`config.mk`:
```
export PLATFORM = sky130hd
export DESIGN_NAME = console_line_editor_top
export DESIGN_NICKNAME = d
export VERILOG_FILES = /design/src/rtl/cle_pkg.sv /design/src/rtl/cle_datapath.sv /design/src/rtl/cle_controller.sv /design/src/rtl/console_line_editor_top.sv
export SDC_FILE = /design/constraint.sdc
export NUM_CORES = 1
export LEC_CHECK = 0
export ABC_AREA = 1
export BUFFER_PORTS_ARGS = -buffer_cell sky130_fd_sc_hd__clkbuf_2
export CORE_MARGIN = 8
export CORE_UTILIZATION = 56
export DETAILED_ROUTE_END_ITERATION = 7
export HOLD_SLACK_MARGIN = 0.12
export PLACE_DENSITY = 0.84
export RECOVER_POWER = 100
export SKIP_CTS_REPAIR_TIMING = 1
export SLEW_MARGIN = 20
export SYNTH_ARGS = -nofsm -noshare
export SYNTH_HDL_FRONTEND = slang
export SYNTH_SLANG_ARGS = --single-unit
export TNS_END_PERCENT = 100
```
`constraint.sdc`:
```
create_clock -name clk -period 3.1 [get_ports clk]
set_clock_uncertainty 0.15 [all_clocks]
set_input_delay 0.465 -clock clk [delete_from_list [all_inputs] [get_ports clk]]
set_output_delay 0.465 -clock clk [all_outputs]
set_load 0.02 [all_outputs]
```
`src/rtl/cle_pkg.sv`:
```
// Shared definitions for the console line editor: kind codes, character codes,
// byte classes, echo tables and the controller/datapath command and status types.
// No dependencies.
package cle_pkg;

    localparam int LINE_MAX_DEF = 32;
    localparam int LEN_W        = 6;

    localparam logic [LEN_W-1:0] MAX_LEN_RESET = 6'd32;

    // result kinds
    localparam logic [1:0] KIND_ECHO = 2'd0;
    localparam logic [1:0] KIND_LINE = 2'd1;
    localparam logic [1:0] KIND_END  = 2'd2;

    // character codes
    localparam logic [7:0] CH_EOT   = 8'h04;
    localparam logic [7:0] CH_BS    = 8'h08;
    localparam logic [7:0] CH_LF    = 8'h0A;
    localparam logic [7:0] CH_CR    = 8'h0D;
    localparam logic [7:0] CH_SPACE = 8'h20;

    // byte classes, decided when the byte is taken
    localparam logic [2:0] CLS_EOT   = 3'd0;
    localparam logic [2:0] CLS_CR    = 3'd1;
    localparam logic [2:0] CLS_LF    = 3'd2;
    localparam logic [2:0] CLS_BSDEL = 3'd3;
    localparam logic [2:0] CLS_BSNOP = 3'd4;
    localparam logic [2:0] CLS_OTHER = 3'd5;

    typedef struct packed {
        logic       take;
        logic       echo_load;
        logic [1:0] echo_step;
        logic       echo_last;
        logic       line_load;
        logic       mark_load;
    } cle_cmd_t;

    typedef struct packed {
        logic [2:0] cls;
        logic       done;
        logic       idx_end;
        logic       out_free;
    } cle_sts_t;

    // number of echo beats for a byte class
    function automatic logic [1:0] echo_len(input logic [2:0] cls);
        logic [1:0] n;
        case (cls)
            CLS_CR:    n = 2'd2;
            CLS_LF:    n = 2'd1;
            CLS_BSDEL: n = 2'd3;
            CLS_OTHER: n = 2'd1;
            default:   n = 2'd0;
        endcase
        return n;
    endfunction

    // echo character for a given beat of a byte class
    function automatic logic [7:0] echo_char(input logic [2:0] cls,
                                             input logic [1:0] step,
                                             input logic [7:0] rx);
        logic [7:0] ch;
        case (cls)
            CLS_CR:    ch = (step == 2'd0) ? CH_CR : CH_LF;
            CLS_LF:    ch = CH_LF;
            CLS_BSDEL: ch = (step == 2'd1) ? CH_SPACE : CH_BS;
            CLS_OTHER: ch = rx;
            default:   ch = 8'h00;
        endcase
        return ch;
    endfunction

endpackage

```
`src/rtl/cle_datapath.sv`:
```
// Datapath of the console line editor: line store, counts, limit register,
// byte decode and the output register.
// Depends on cle_pkg.
module cle_datapath
    import cle_pkg::*;
#(
    parameter int LINE_MAX = LINE_MAX_DEF
)
(
    input  logic             clk,
    input  logic             rst_n,
    input  logic             cfg_write_en,
    input  logic [LEN_W-1:0] cfg_data,
    input  logic [7:0]       rx_byte,
    input  logic             out_stall,
    input  cle_cmd_t         cmd,
    output cle_sts_t         sts,
    output logic             out_valid,
    output logic [1:0]       out_kind,
    output logic [7:0]       out_byte,
    output logic [LEN_W-1:0] line_length,
    output logic             last
);

    localparam int CW   = $clog2(LINE_MAX + 1);
    localparam int AW   = $clog2(LINE_MAX);
    localparam int CMPW = ((CW > LEN_W) ? CW : LEN_W) + 1;

    logic [LEN_W-1:0] max_len_reg, max_len_next;
    logic [CW-1:0]    count_reg, count_next;
    logic [CW-1:0]    seen_reg, seen_next;
    logic [CW-1:0]    idx_reg, idx_next;
    logic [2:0]       cls_reg, cls_next;
    logic             done_reg, done_next;
    logic [7:0]       byte_reg;
    logic [7:0]       rd_data_reg;
    logic [7:0]       mem [LINE_MAX];

    logic             out_valid_reg, out_valid_next;
    logic [1:0]       out_kind_reg, out_kind_next;
    logic [7:0]       out_byte_reg, out_byte_next;
    logic [LEN_W-1:0] out_len_reg, out_len_next;
    logic             out_last_reg, out_last_next;

    logic             store_en;
    logic [7:0]       store_data;
    logic [CW-1:0]    seen_inc;
    logic [CMPW-1:0]  max_ext;
    logic [CMPW-1:0]  limit;
    logic             room;
    logic [AW-1:0]    rd_addr;

    assign max_len_next = cfg_write_en ? cfg_data : max_len_reg;

    // clamp the limit to 1..LINE_MAX
    always_comb
    begin
        max_ext = CMPW'(max_len_reg);
        if (max_len_reg == '0)
            limit = CMPW'(1);
        else if (max_ext > CMPW'(LINE_MAX))
            limit = CMPW'(LINE_MAX);
        else
            limit = max_ext;
    end

    assign room     = count_reg < CW'(LINE_MAX);
    assign seen_inc = seen_reg + CW'(1);

    // decode the byte being taken and update the counts
    always_comb
    begin
        cls_next   = cls_reg;
        done_next  = done_reg;
        count_next = count_reg;
        seen_next  = seen_reg;
        store_en   = 1'b0;
        store_data = rx_byte;
        if (cmd.take)
        begin
            case (rx_byte)
                CH_EOT:
                begin
                    cls_next  = CLS_EOT;
                    done_next = 1'b1;
                end
                CH_CR, CH_LF:
                begin
                    cls_next   = (rx_byte == CH_CR) ? CLS_CR : CLS_LF;
                    done_next  = 1'b1;
                    store_data = CH_LF;
                    store_en   = room;
                    if (room)
                        count_next = count_reg + CW'(1);
                end
                CH_BS:
                begin
                    if (count_reg != '0)
                    begin
                        cls_next   = CLS_BSDEL;
                        count_next = count_reg - CW'(1);
                    end
                    else
                        cls_next = CLS_BSNOP;
                    seen_next = seen_inc;
                    done_next = CMPW'(seen_inc) >= limit;
                end
                default:
                begin
                    cls_next  = CLS_OTHER;
                    store_en  = room;
                    if (room)
                        count_next = count_reg + CW'(1);
                    seen_next = seen_inc;
                    done_next = CMPW'(seen_inc) >= limit;
                end
            endcase
        end
        else if (cmd.mark_load)
        begin
            count_next = '0;
            seen_next  = '0;
        end
    end

    // read pointer for the dump: restart on take, advance per line beat
    always_comb
    begin
        if (cmd.take)
            idx_next = '0;
        else if (cmd.line_load)
            idx_next = idx_reg + CW'(1);
        else
            idx_next = idx_reg;
    end

    assign rd_addr = idx_next[AW-1:0];

    // output register
    always_comb
    begin
        out_kind_next = out_kind_reg;
        out_byte_next = out_byte_reg;
        out_len_next  = out_len_reg;
        out_last_next = out_last_reg;
        if (cmd.echo_load)
        begin
            out_kind_next = KIND_ECHO;
            out_byte_next = echo_char(cls_reg, cmd.echo_step, byte_reg);
            out_len_next  = '0;
            out_last_next = cmd.echo_last;
        end
        else if (cmd.line_load)
        begin
            out_kind_next = KIND_LINE;
            out_byte_next = rd_data_reg;
            out_len_next  = '0;
            out_last_next = 1'b0;
        end
        else if (cmd.mark_load)
        begin
            out_kind_next = KIND_END;
            out_byte_next = 8'h00;
            out_len_next  = LEN_W'(count_reg);
            out_last_next = 1'b1;
        end

        if (cmd.echo_load || cmd.line_load || cmd.mark_load)
            out_valid_next = 1'b1;
        else if (!out_stall)
            out_valid_next = 1'b0;
        else
            out_valid_next = out_valid_reg;
    end

    always_ff @(posedge clk or negedge rst_n)
    begin
        if (!rst_n)
        begin
            max_len_reg   <= MAX_LEN_RESET;
            count_reg     <= '0;
            seen_reg      <= '0;
            idx_reg       <= '0;
            cls_reg       <= CLS_EOT;
            done_reg      <= 1'b0;
            out_valid_reg <= 1'b0;
        end
        else
        begin
            max_len_reg   <= max_len_next;
            count_reg     <= count_next;
            seen_reg      <= seen_next;
            idx_reg       <= idx_next;
            cls_reg       <= cls_next;
            done_reg      <= done_next;
            out_valid_reg <= out_valid_next;
        end
    end

    always_ff @(posedge clk)
    begin
        if (cmd.take)
            byte_reg <= rx_byte;
        out_kind_reg <= out_kind_next;
        out_byte_reg <= out_byte_next;
        out_len_reg  <= out_len_next;
        out_last_reg <= out_last_next;
    end

    // line store: one write port, one registered read port
    always_ff @(posedge clk)
    begin
        if (store_en)
            mem[count_reg[AW-1:0]] <= store_data;
        rd_data_reg <= mem[rd_addr];
    end

    assign sts.cls      = cls_reg;
    assign sts.done     = done_reg;
    assign sts.idx_end  = idx_reg == count_reg;
    assign sts.out_free = !out_valid_reg || !out_stall;

    assign out_valid   = out_valid_reg;
    assign out_kind    = out_kind_reg;
    assign out_byte    = out_byte_reg;
    assign line_length = out_len_reg;
    assign last        = out_last_reg;

endmodule

```
`src/rtl/cle_controller.sv`:
```
// Controller of the console line editor: sequences the take, echo, line dump
// and end marker of each received byte.
// Depends on cle_pkg.
module cle_controller
    import cle_pkg::*;
(
    input  logic     clk,
    input  logic     rst_n,
    input  logic     in_valid,
    output logic     in_stall,
    input  cle_sts_t sts,
    output cle_cmd_t cmd
);

    localparam logic [1:0] S_IDLE = 2'd0;
    localparam logic [1:0] S_ECHO = 2'd1;
    localparam logic [1:0] S_LINE = 2'd2;
    localparam logic [1:0] S_MARK = 2'd3;

    logic [1:0] state_reg, state_next;
    logic [1:0] step_reg, step_next;
    logic [1:0] n_echo;

    assign n_echo = echo_len(sts.cls);

    always_comb
    begin
        state_next    = state_reg;
        step_next     = step_reg;
        cmd           = '0;
        cmd.echo_step = step_reg;
        case (state_reg)
            S_IDLE:
            begin
                if (in_valid)
                begin
                    cmd.take   = 1'b1;
                    step_next  = 2'd0;
                    state_next = S_ECHO;
                end
            end
            S_ECHO:
            begin
                if (step_reg == n_echo)
                    state_next = sts.done ? S_LINE : S_IDLE;
                else if (sts.out_free)
                begin
                    cmd.echo_load = 1'b1;
                    cmd.echo_last = (step_reg == n_echo - 2'd1) && !sts.done;
                    step_next     = step_reg + 2'd1;
                end
            end
            S_LINE:
            begin
                if (sts.idx_end)
                    state_next = S_MARK;
                else if (sts.out_free)
                    cmd.line_load = 1'b1;
            end
            S_MARK:
            begin
                if (sts.out_free)
                begin
                    cmd.mark_load = 1'b1;
                    state_next    = S_IDLE;
                end
            end
            default:
                state_next = S_IDLE;
        endcase
    end

    always_ff @(posedge clk or negedge rst_n)
    begin
        if (!rst_n)
        begin
            state_reg <= S_IDLE;
            step_reg  <= 2'd0;
        end
        else
        begin
            state_reg <= state_next;
            step_reg  <= step_next;
        end
    end

    assign in_stall = state_reg != S_IDLE;

endmodule

```
`src/rtl/console_line_editor_top.sv`:
```
// Console line editor: turns received console bytes into echo beats and
// finished lines. Takes cle_controller, cle_datapath and cle_pkg.
//
// One received byte is taken at a time; in_stall stays high until every beat
// it causes has been loaded into the output register. Each byte gives its echo
// beats (none, one, two or three), and when it ends the line, one beat per
// stored byte followed by an end marker carrying the length. The single output
// register sets the pace at one beat per cycle while out_stall is low. The line
// store has one write and one registered read port; its contents are undefined
// after reset and only written entries are ever read out. max_len is taken by
// cfg_write_en/cfg_data and should be written only while the block is idle; a
// value of zero acts as one, values above LINE_MAX act as LINE_MAX.
module console_line_editor_top
    import cle_pkg::*;
#(
    parameter int LINE_MAX = LINE_MAX_DEF
)
(
    input  logic             clk,
    input  logic             rst_n,
    // configuration: max_len
    input  logic             cfg_write_en,
    input  logic [LEN_W-1:0] cfg_data,
    // receive side
    input  logic             in_valid,
    output logic             in_stall,
    input  logic [7:0]       rx_byte,
    // result side
    output logic             out_valid,
    input  logic             out_stall,
    output logic [1:0]       out_kind,
    output logic [7:0]       out_byte,
    output logic [LEN_W-1:0] line_length,
    output logic             last
);

    cle_cmd_t cmd;
    cle_sts_t sts;

    // sequence take, echo, dump and marker
    cle_controller u_ctrl (
        .clk      (clk),
        .rst_n    (rst_n),
        .in_valid (in_valid),
        .in_stall (in_stall),
        .sts      (sts),
        .cmd      (cmd)
    );

    // hold the line, counts and the outgoing beat
    cle_datapath #(
        .LINE_MAX (LINE_MAX)
    ) u_dp (
        .clk          (clk),
        .rst_n        (rst_n),
        .cfg_write_en (cfg_write_en),
        .cfg_data     (cfg_data),
        .rx_byte      (rx_byte),
        .out_stall    (out_stall),
        .cmd          (cmd),
        .sts          (sts),
        .out_valid    (out_valid),
        .out_kind     (out_kind),
        .out_byte     (out_byte),
        .line_length  (line_length),
        .last         (last)
    );

endmodule

```
==> results of run 1 <==
==> cell type report <==
type                    instances  share of cell area [%]
clock buffers                  34                    4.65
flip-flops and latches        322                    55.3
inverters                     320                    7.12
multi-input cells             814                    24.3
clock inverters                23                    1.76
well taps                     341                    2.52
repair buffers                115                    4.36
==> final timing paths <==
check	to	depth (start not counted)	from	slack, ns
max in group asynchronous	u_dp.idx_reg[2]	2	rst_n	0.88
worst max-delay path	u_dp.mem[30][0]	10	u_ctrl.state_reg[0]	0.16
worst max register to register	u_dp.mem[30][0]	10	u_ctrl.state_reg[0]	0.16
worst min-delay path	u_dp.max_len_reg[2]	2	cfg_write_en	0.12
worst min register to register	u_dp.line_length[0]	2	u_dp.line_length[0]	0.32
min in group asynchronous	u_ctrl.step_reg[0]	2	rst_n	0.82
==> report_power, final <==
part / switching, uW / internal, uW
clock network: 1620 / 2410
logic: 3180 / 1220
registers: 186 / 5060
==> kinds of logic after synthesis <==
group / count (synthesis) / synth area share (%)
and+or+nand+nor: 727 / 22.9
buffers and inverters: 403 / 10.7
DFF: 322 / 62.0
AOI/OAI and AO/OA: 62 / 2.46
adders and majority gates: 15 / 1.30
xor gates and xnor gates: 7 / 0.407
muxes: 3 / 0.224
==> metrics by stage <==
stage	area, sq um	util (%)	hold WS [ns]
after detailed placement	15900	59.5	0.308
final	16900	63.5	0.122
after global placement	15900	59.5	0.300
after global routing	16900	63.5	0.139
after floorplan	15100	-	0.0194
after CTS	16900	63.6	-0.121
==> routing by layer <==
metal | up-vias | wire, um | GRT usage [%]
met4 | 0 | 1890 | 10.9
met2 | 820 | 18100 | 37.3
li1 | 5280 | - | -
met3 | 161 | 4540 | 5.34
met5 | - | 0 | 0
met1 | 5448 | 14100 | 29.4
==> cells in the final DEF, fill, tap and decap left out, types with 2 or more instances in the layout <==
cell,instances
inv_1,307
edfxtp_1,273
nand2_1,266
nand3_1,247
nand4_1,123
nor2_1,68
clkbuf_1,43
clkbuf_2,39
dfrtp_1,32
clkbuf_16,31
o21ai_0,28
dfxtp_1,16
buf_4,15
ha_1,14
dlygate4sd3_1,14
a21oi_1,13
inv_2,11
nor3_1,9
clkinv_1,9
bufinv_16,7
buf_12,7
xor2_1,5
clkinv_2,5
o21a_1,4
a22oi_1,3
o22ai_1,3
mux2_2,3
a32o_1,2
nor4_1,2
nor2_2,2
xnor2_1,2
nand3_2,2
==> impl_metrics.json, run 1 <==
{
  "status": "finished with violations",
  "violations": "max-capacitance violations, max-slew violations",
  "crit_family": "simple AND/OR/NAND/NOR gates",
  "row_count": 60,
  "firstDrtPassIters": 7,
  "path_cells": "inv_1, nand2_1, nor2_1, inv_4, nor4_2, inv_2, nor2_1, nand3_1, nor2_1, buf_4",
  "gp_congestion": 0.955,
  "drive_gt1_share_pct": 8.29,
  "grt_pass1_wl_um": 60900,
  "drc_errors": 0,
  "slowest_delay_ns": 0.42,
  "dp.cells": 1898,
  "maxSlewViolCount": 204,
  "grt_max_degree": 121,
  "first_iter_violations": 1726,
  "ys.flop_type": "edfxtp_1",
  "synthCells": 1539,
  "final-seq-area_sq_um": 9350,
  "cts_tree": "yes",
  "synthTopCellsByCount": "inv_1 (307), edfxtp_1 (273), nand2_1 (267)",
  "crit_required_ns": 3.23,
  "synth.most_common_cell": "inv_1",
  "synth_top_area_cell": "edfxtp_1",
  "clock-root-buffer": "clkbuf_16",
  "area_delta_synth_final_pct": 12.3,
  "synthTopCellsByArea": "edfxtp_1 (54%), nand3_1 (8.2%), inv_1 (7.7%)",
  "grt_util_all_layers_pct": 23.2,
  "largest_register_ffs": 256,
  "synth-seq-cells": 322,
  "startpoint_type": "flop",
  "insertion_delay_ns": 0.58,
  "worst_pin_slew_ns": 2.08,
  "die_w_um": 180,
  "grt_overflow": 0,
  "h-tree-depth": 1,
  "slowest_stage": "nor4_2",
  "syn-mean-instance-area_sq_um": 9.79,
  "p_leak_uw": 0.00736,
  "grt_pass1_vias": 11200,
  "fp.dieArea_sq_um": 32400,
  "initial_core_util_pct": 56.5,
  "syn_area_sq_um": 15100,
  "setup-tns-final_ns": 0,
  "synth_top_area_share_pct": 54.4,
  "worstHoldPathType": "input pin to flop",
  "n_fill_cell": 1966,
  "crit_path_frequent_cell": "nor2_1",
  "slew_headroom_pct": -38.8,
  "place_ws_ns": 0.248,
  "synth-seq-area-share_pct": 62.0,
  "path_buf_inv": 4,
  "setup-violations-final": 0,
  "arrival_ns": 3.07,
  "finalCriticalPeriod_ns": 2.94,
  "vias": 11700,
  "synth_edf_count": 273,
  "cp-end-kind": "flop",
  "yosys_warnings": 0,
  "vias_per_cell": 5.95,
  "cts.sinks": 322,
  "diodes": 0,
  "clock.fmax_mhz": 340,
  "setup_slack_ns": 0.163,
  "ys_types": 46,
  "numPortBuffers": 37,
  "fin_nets": 1638,
  "routed_wirelength_um": 38700,
  "async_flop_share_pct": 10.2,
  "ir_worst_vdd_v": 0.000585,
  "rsz0062_at_grt": "false",
  "max-cap-violations": 6,
  "wl_per_cell_um": 19.6,
  "die_h_um": 180,
  "finalPower_uw": 13700,
  "crit_fanout": 11,
  "pin_count": 38,
  "drtAntennaViolNets": 0,
  "stdcell_count": 1969,
  "syn_nets": 1573,
  "path_clk_slew_ns": 0.07,
  "period_share_pct": 94.7,
  "timing_hold_violations_final": 0,
  "path_class": "flop to flop",
  "cts_buffer_depth": 3,
  "numCtsBuffers": 31,
  "multi_input_area_sq_um": 4110,
  "hpwl_um": 23100,
  "antenna_found_initial": 0,
  "power.density_nw_per_um2": 808,
  "coreArea_sq_um": 26700
}
No activity file was read; power rests on OpenSTA's default activity.
==> run 2, diff against run 1 <==
--- a/config.mk
+++ b/config.mk
@@ -11,7 +11,7 @@
 export CORE_UTILIZATION = 56
 export DETAILED_ROUTE_END_ITERATION = 7
 export HOLD_SLACK_MARGIN = 0.12
-export PLACE_DENSITY = 0.84
+export PLACE_DENSITY_LB_ADDON = 0.3
 export RECOVER_POWER = 100
 export SKIP_CTS_REPAIR_TIMING = 1
 export SLEW_MARGIN = 20
==> impl_metrics.json, run 2 (synthesis results as in run 1) <==
{
  "status": "finished with violations",
  "violations": "max-capacitance violations, max-slew violations",
  "clock-root-buffer": "clkbuf_16",
  "whs_path_depth": 2,
  "ir_worst_vdd_v": 0.000609,
  "p_leak_uw": 0.00731,
  "crit_fanout": 12,
  "hpwl_um": 22300,
  "cp-end-kind": "flop",
  "first_iter_violations": 1282,
  "drive_gt1_share_pct": 7.56,
  "grt_max_degree": 121,
  "setup-tns-final_ns": 0,
  "antenna_found_initial": 0,
  "crit_path_frequent_cell": "nor2_1",
  "worst_pin_slew_ns": 2.11,
  "largest_register_ffs": 256,
  "h-tree-depth": 2,
  "fp.dieArea_sq_um": 32400,
  "numCtsBuffers": 34,
  "coreArea_sq_um": 26700,
  "wl_per_cell_um": 18.7,
  "layout_common_cells": "inv_1 (308), edfxtp_1 (273), nand2_1 (267), nand3_1 (247), nand4_1 (123)",
  "cts_buffer_depth": 3,
  "cts_tree": "yes",
  "hold_ws_ns": 0.116,
  "insertion_delay_ns": 0.52,
  "reg2reg_depth": 11,
  "grt_pass1_wl_um": 57500,
  "period_share_pct": 95.3,
  "vias_per_cell": 5.63,
  "stdcell_count": 1968,
  "arrival_ns": 3.00,
  "die_h_um": 180,
  "n_fill_cell": 2202,
  "power.density_nw_per_um2": 797,
  "slowest_stage": "dfrtp_1",
  "max-cap-violations": 5,
  "maxSlewViolCount": 170,
  "finalCriticalPeriod_ns": 2.95,
  "path_clk_slew_ns": 0.06,
  "grt-busiest-layer": "met2",
  "grt_util_all_layers_pct": 22.2,
  "worstHoldPathType": "input pin to flop",
  "use_met3_pct": 5.50,
  "final_util_pct": 63.1,
  "timing_hold_violations_final": 0,
  "numPortBuffers": 37,
  "mostFrequentLayoutCell": "inv_1",
  "drtAntennaViolNets": 0,
  "rsz0062_at_grt": "false",
  "cts.sinks": 322,
  "setup-violations-final": 0,
  "grt_overflow": 0,
  "routed_wirelength_um": 36800,
  "initial_core_util_pct": 56.5,
  "vias": 11100,
  "startpoint_type": "flop",
  "met1_usage_pct": 29.6,
  "crit_required_ns": 3.15,
  "place_area_sq_um": 15800,
  "area_delta_synth_final_pct": 11.7,
  "dp.cells": 1897,
  "drc_errors": 0,
  "die_w_um": 180,
  "slowest_delay_ns": 0.39,
  "clock.fmax_mhz": 339,
  "gp_congestion": 0.923,
  "pin_count": 38,
  "row_count": 60,
  "path_class": "flop to flop",
  "slew_headroom_pct": -40.9,
  "met2_usage_pct": 35.6,
  "final_cell_area_sq_um": 16800,
  "firstDrtPassIters": 7,
  "grt_pass1_vias": 10500,
  "path_cells": "inv_1, nand2_1, nor2_1, inv_4, nor4_1, buf_4, inv_1, nor2_1, nand3_1, nor2_1, buf_2",
  "fin_nets": 1636,
  "diodes": 0
}
run 2: cell count changes in the layout (fill, tap and decap cells not counted), sizes merged, moves of 2 or more:
cell | before | now
bufinv | 7 | 1
dlygate4sd3 | 14 | 10
clkinvlp | 2 | 0
buf | 22 | 32
run 2: per-stage QoR:
stage,setup WS (ns),total power [uW]
after floorplan,0.176,8230
after global placement,0.216,9510
after detailed placement,0.207,9570
after CTS,0.185,13400
after global routing,0.00821,14000
final,0.147,13400
run 2: report_power, final:
part / switching [uW] / total [uW] / leakage (uW) / internal [uW]
registers: 208 / 5270 / 0.00302 / 5070
clock network: 1610 / 3880 / 0.000527 / 2270
logic: 3070 / 4250 / 0.00377 / 1180
total: 4880 / 13400 / 0.00731 / 8520
run 2: cell type report:
class / count / area (sq um) / share of cell area [%]
flip-flops and latches: 322 / 9350 / 55.6
multi-input cells: 814 / 4110 / 24.4
inverters: 320 / 1200 / 7.16
clock buffers: 46 / 970 / 5.77
repair buffers: 110 / 673 / 4.00
well taps: 341 / 427 / 2.54
clock inverters: 15 / 92.6 / 0.550
run 2: worst paths after layout:
check                           slack (ns)                start             endpoint
worst max-delay path                  0.15  u_ctrl.state_reg[0]      u_dp.mem[29][1]
worst min-delay path                  0.12         cfg_write_en  u_dp.max_len_reg[5]
worst max register to register        0.15  u_ctrl.state_reg[0]      u_dp.mem[29][1]
worst min register to register        0.32  u_dp.line_length[2]  u_dp.line_length[2]
max in group asynchronous             0.86                rst_n     u_dp.seen_reg[4]
min in group asynchronous             0.85                rst_n   u_ctrl.step_reg[0]
run 2: routing by layer:
| metal | wire (um) | vias up |
|---|---|---|
| met5 | 0 | - |
| met4 | 866 | 0 |
| met3 | 3550 | 75 |
| met2 | 17300 | 508 |
| met1 | 15100 | 5209 |
| li1 | - | 5283 |
run 2: worst max-delay path, delay by kind of cell (launching register included):
family	cells	cell delay (ns)
DFF	1	0.39
and+or+nand+nor	6	1.38
buffers and inverters	5	0.71
==> run 3, diff against run 2 <==
--- a/config.mk
+++ b/config.mk
@@ -13,9 +13,11 @@
 export HOLD_SLACK_MARGIN = 0.12
 export PLACE_DENSITY_LB_ADDON = 0.3
 export RECOVER_POWER = 100
+export REMOVE_ABC_BUFFERS = 1
 export SKIP_CTS_REPAIR_TIMING = 1
 export SLEW_MARGIN = 20
 export SYNTH_ARGS = -nofsm -noshare
 export SYNTH_HDL_FRONTEND = slang
+export SYNTH_HIERARCHICAL = 1
 export SYNTH_SLANG_ARGS = --single-unit
 export TNS_END_PERCENT = 100
==> impl_metrics.json, run 3 <==
{
  "grt_util_all_layers_pct": 24.3,
  "gp_congestion": 0.862,
  "hold_ws_ns": 0.127,
  "arrival_ns": 3.26,
  "drc_errors": 0,
  "vias": 12000,
  "die_w_um": 181,
  "final_cell_area_sq_um": 17500,
  "slowest_stage": "dfrtp_1",
  "die_h_um": 181,
  "timing_hold_violations_final": 0,
  "routed_wirelength_um": 42900,
  "setup-tns-final_ns": 0,
  "cp-end-kind": "flop",
  "insertion_delay_ns": 0.52,
  "path_buf_inv": 4,
  "yosys_warnings": 6,
  "path_cells": "or2_2, nand4_1, nor4_2, nor2_1, nand2_1, nor2_1, buf_6, inv_2, nand2_8, nand3_4, buf_4, clkbuf_16, nand2_1, nand3_1, nand3_1, nand3_1, nand2_1, nand2_1, nand2_1",
  "layout_common_cells": "inv_1 (303), edfxtp_1 (273), nand2_1 (264), nand3_1 (261), nand4_1 (142)",
  "grt_max_degree": 99,
  "grt_pass1_vias": 11200,
  "place_area_sq_um": 16100,
  "vias_per_cell": 5.94,
  "antenna_found_initial": 0,
  "crit_cells": 19,
  "ys_types": 43,
  "slowest_delay_ns": 0.42,
  "n_fill_cell": 2063,
  "crit_family": "simple AND/OR/NAND/NOR gates",
  "clock-root-buffer": "clkbuf_16",
  "worstHoldPathType": "input pin to flop",
  "synth_top_area_share_pct": 53.9,
  "async_flop_share_pct": 10.2,
  "crit_path_frequent_cell": "nand2_1",
  "path_clk_slew_ns": 0.06,
  "startpoint_type": "flop",
  "initial_core_util_pct": 56.8,
  "largest_register_ffs": 256,
  "crit_fanout": 15,
  "status": "finished with violations",
  "fin_nets": 1680,
  "numCtsBuffers": 35,
  "wl_per_cell_um": 21.3,
  "cts.sinks": 322,
  "coreArea_sq_um": 26800,
  "synth_top_area_cell": "edfxtp_1",
  "setup-violations-final": 0,
  "worst_pin_slew_ns": 2.10,
  "rsz0062_at_grt": "true",
  "setup_slack_ns": 0.149,
  "mostFrequentLayoutCell": "inv_1",
  "drtAntennaViolNets": 0,
  "finalCriticalPeriod_ns": 2.95,
  "syn_area_sq_um": 15200,
  "synth-seq-cells": 322,
  "cts_tree": "yes",
  "cts_buffer_depth": 3,
  "place_ws_ns": 0.117,
  "pin_count": 38,
  "p_leak_uw": 0.00768,
  "drive_gt1_share_pct": 10.9,
  "power.density_nw_per_um2": 784,
  "synthCells": 1567,
  "h-tree-depth": 2,
  "ys.flop_type": "edfxtp_1",
  "firstDrtPassIters": 6,
  "clock.fmax_mhz": 339,
  "crit_required_ns": 3.41,
  "maxSlewViolCount": 170,
  "synth-seq-area-share_pct": 61.4,
  "final_util_pct": 65.4,
  "slew_headroom_pct": -39.7,
  "diodes": 0,
  "synth_edf_count": 273,
  "period_share_pct": 95.2,
  "reg2reg_depth": 19,
  "whs_path_depth": 2,
  "grt_pass1_wl_um": 62200,
  "max-cap-violations": 5,
  "synthTopCellsByArea": "edfxtp_1 (54%), nand3_1 (8.6%), inv_1 (7.5%)",
  "hpwl_um": 24800,
  "ir_worst_vdd_v": 0.000563,
  "syn-mean-instance-area_sq_um": 9.71,
  "first_iter_violations": 1648,
  "fp.dieArea_sq_um": 32700,
  "grt_overflow": 0,
  "numPortBuffers": 37,
  "row_count": 60,
  "violations": "max-capacitance violations, max-slew violations",
  "area_delta_synth_final_pct": 15.1,
  "path_class": "flop to flop",
  "synthTopCellsByCount": "inv_1 (303), edfxtp_1 (273), nand2_1 (266)",
  "synth.most_common_cell": "inv_1"
}
[run 3: cell count changes in the layout (fill, tap and decap cells not counted), sizes merged, moves of 7 or more]
| cell | change |
|---|---|
| inv | -10 |
| a21oi | +7 |
| nand4 | +18 |
| buf | +44 |
| nor2 | -11 |
| nand3 | +13 |
| clkbuf | -14 |
[run 3: final timing paths]
| check | endpoint | slack [ns] | from |
|---|---|---|---|
| hold / removal | u_dp/max_len_reg[5] | 0.13 | cfg_write_en |
| setup / recovery | u_dp/rd_data_reg[1] | 0.15 | u_dp/idx_reg[2] |
| min in group asynchronous | u_dp/out_valid | 0.85 | rst_n |
| hold reg to reg | u_dp/out_kind[1] | 0.33 | u_dp/out_kind[1] |
| max in group asynchronous | u_dp/idx_reg[0] | 0.74 | rst_n |
| setup reg to reg | u_dp/rd_data_reg[1] | 0.15 | u_dp/idx_reg[2] |
[run 3: layout make-up]
type	instances	area, sq um	share of cell area (%)
multi-input cells	841	4300	24.5
flip-flops and latches	322	9350	53.3
clock buffers	49	991	5.66
inverters	311	1180	6.76
repair buffers	137	1200	6.88
well taps	341	427	2.44
clock inverters	13	71.3	0.407
[run 3: per-layer routing]
layer / global-route usage (%) / vias to the layer above / part of all wire, %
met5: 0 / - / 0
met4: 9.29 / 0 / 3.8
met3: 3.61 / 125 / 11
met2: 40.0 / 717 / 47
met1: 32.2 / 5668 / 38
li1: - / 5448 / -
[run 3: report_power, final]
group	switching (uW)	total [uW]	internal [uW]	leakage, uW
clock	1630	3870	2230	0.000519
combinational	3060	4470	1410	0.00414
sequential	228	5390	5160	0.00302
total	4920	13700	8800	0.00768
[run 3: metrics by stage]
| step | total power, uW | instances |
|---|---|---|
| floorplan | 7970 | 1473 |
| global placement | 9350 | 1924 |
| detailed placement | 9440 | 1924 |
| CTS | 13300 | 1986 |
| global route | 14300 | 2014 |
| finish | 13700 | 2014 |
[run 3: kinds of logic after synthesis]
| group | after synthesis | synth area share [%] |
|---|---|---|
| simple gates | 750 | 23.6 |
| buf+inv | 405 | 10.8 |
| flops | 322 | 61.4 |
| compound gates | 64 | 2.29 |
| fa+ha+maj | 13 | 1.12 |
| xor+xnor | 10 | 0.576 |
| mux | 3 | 0.222 |
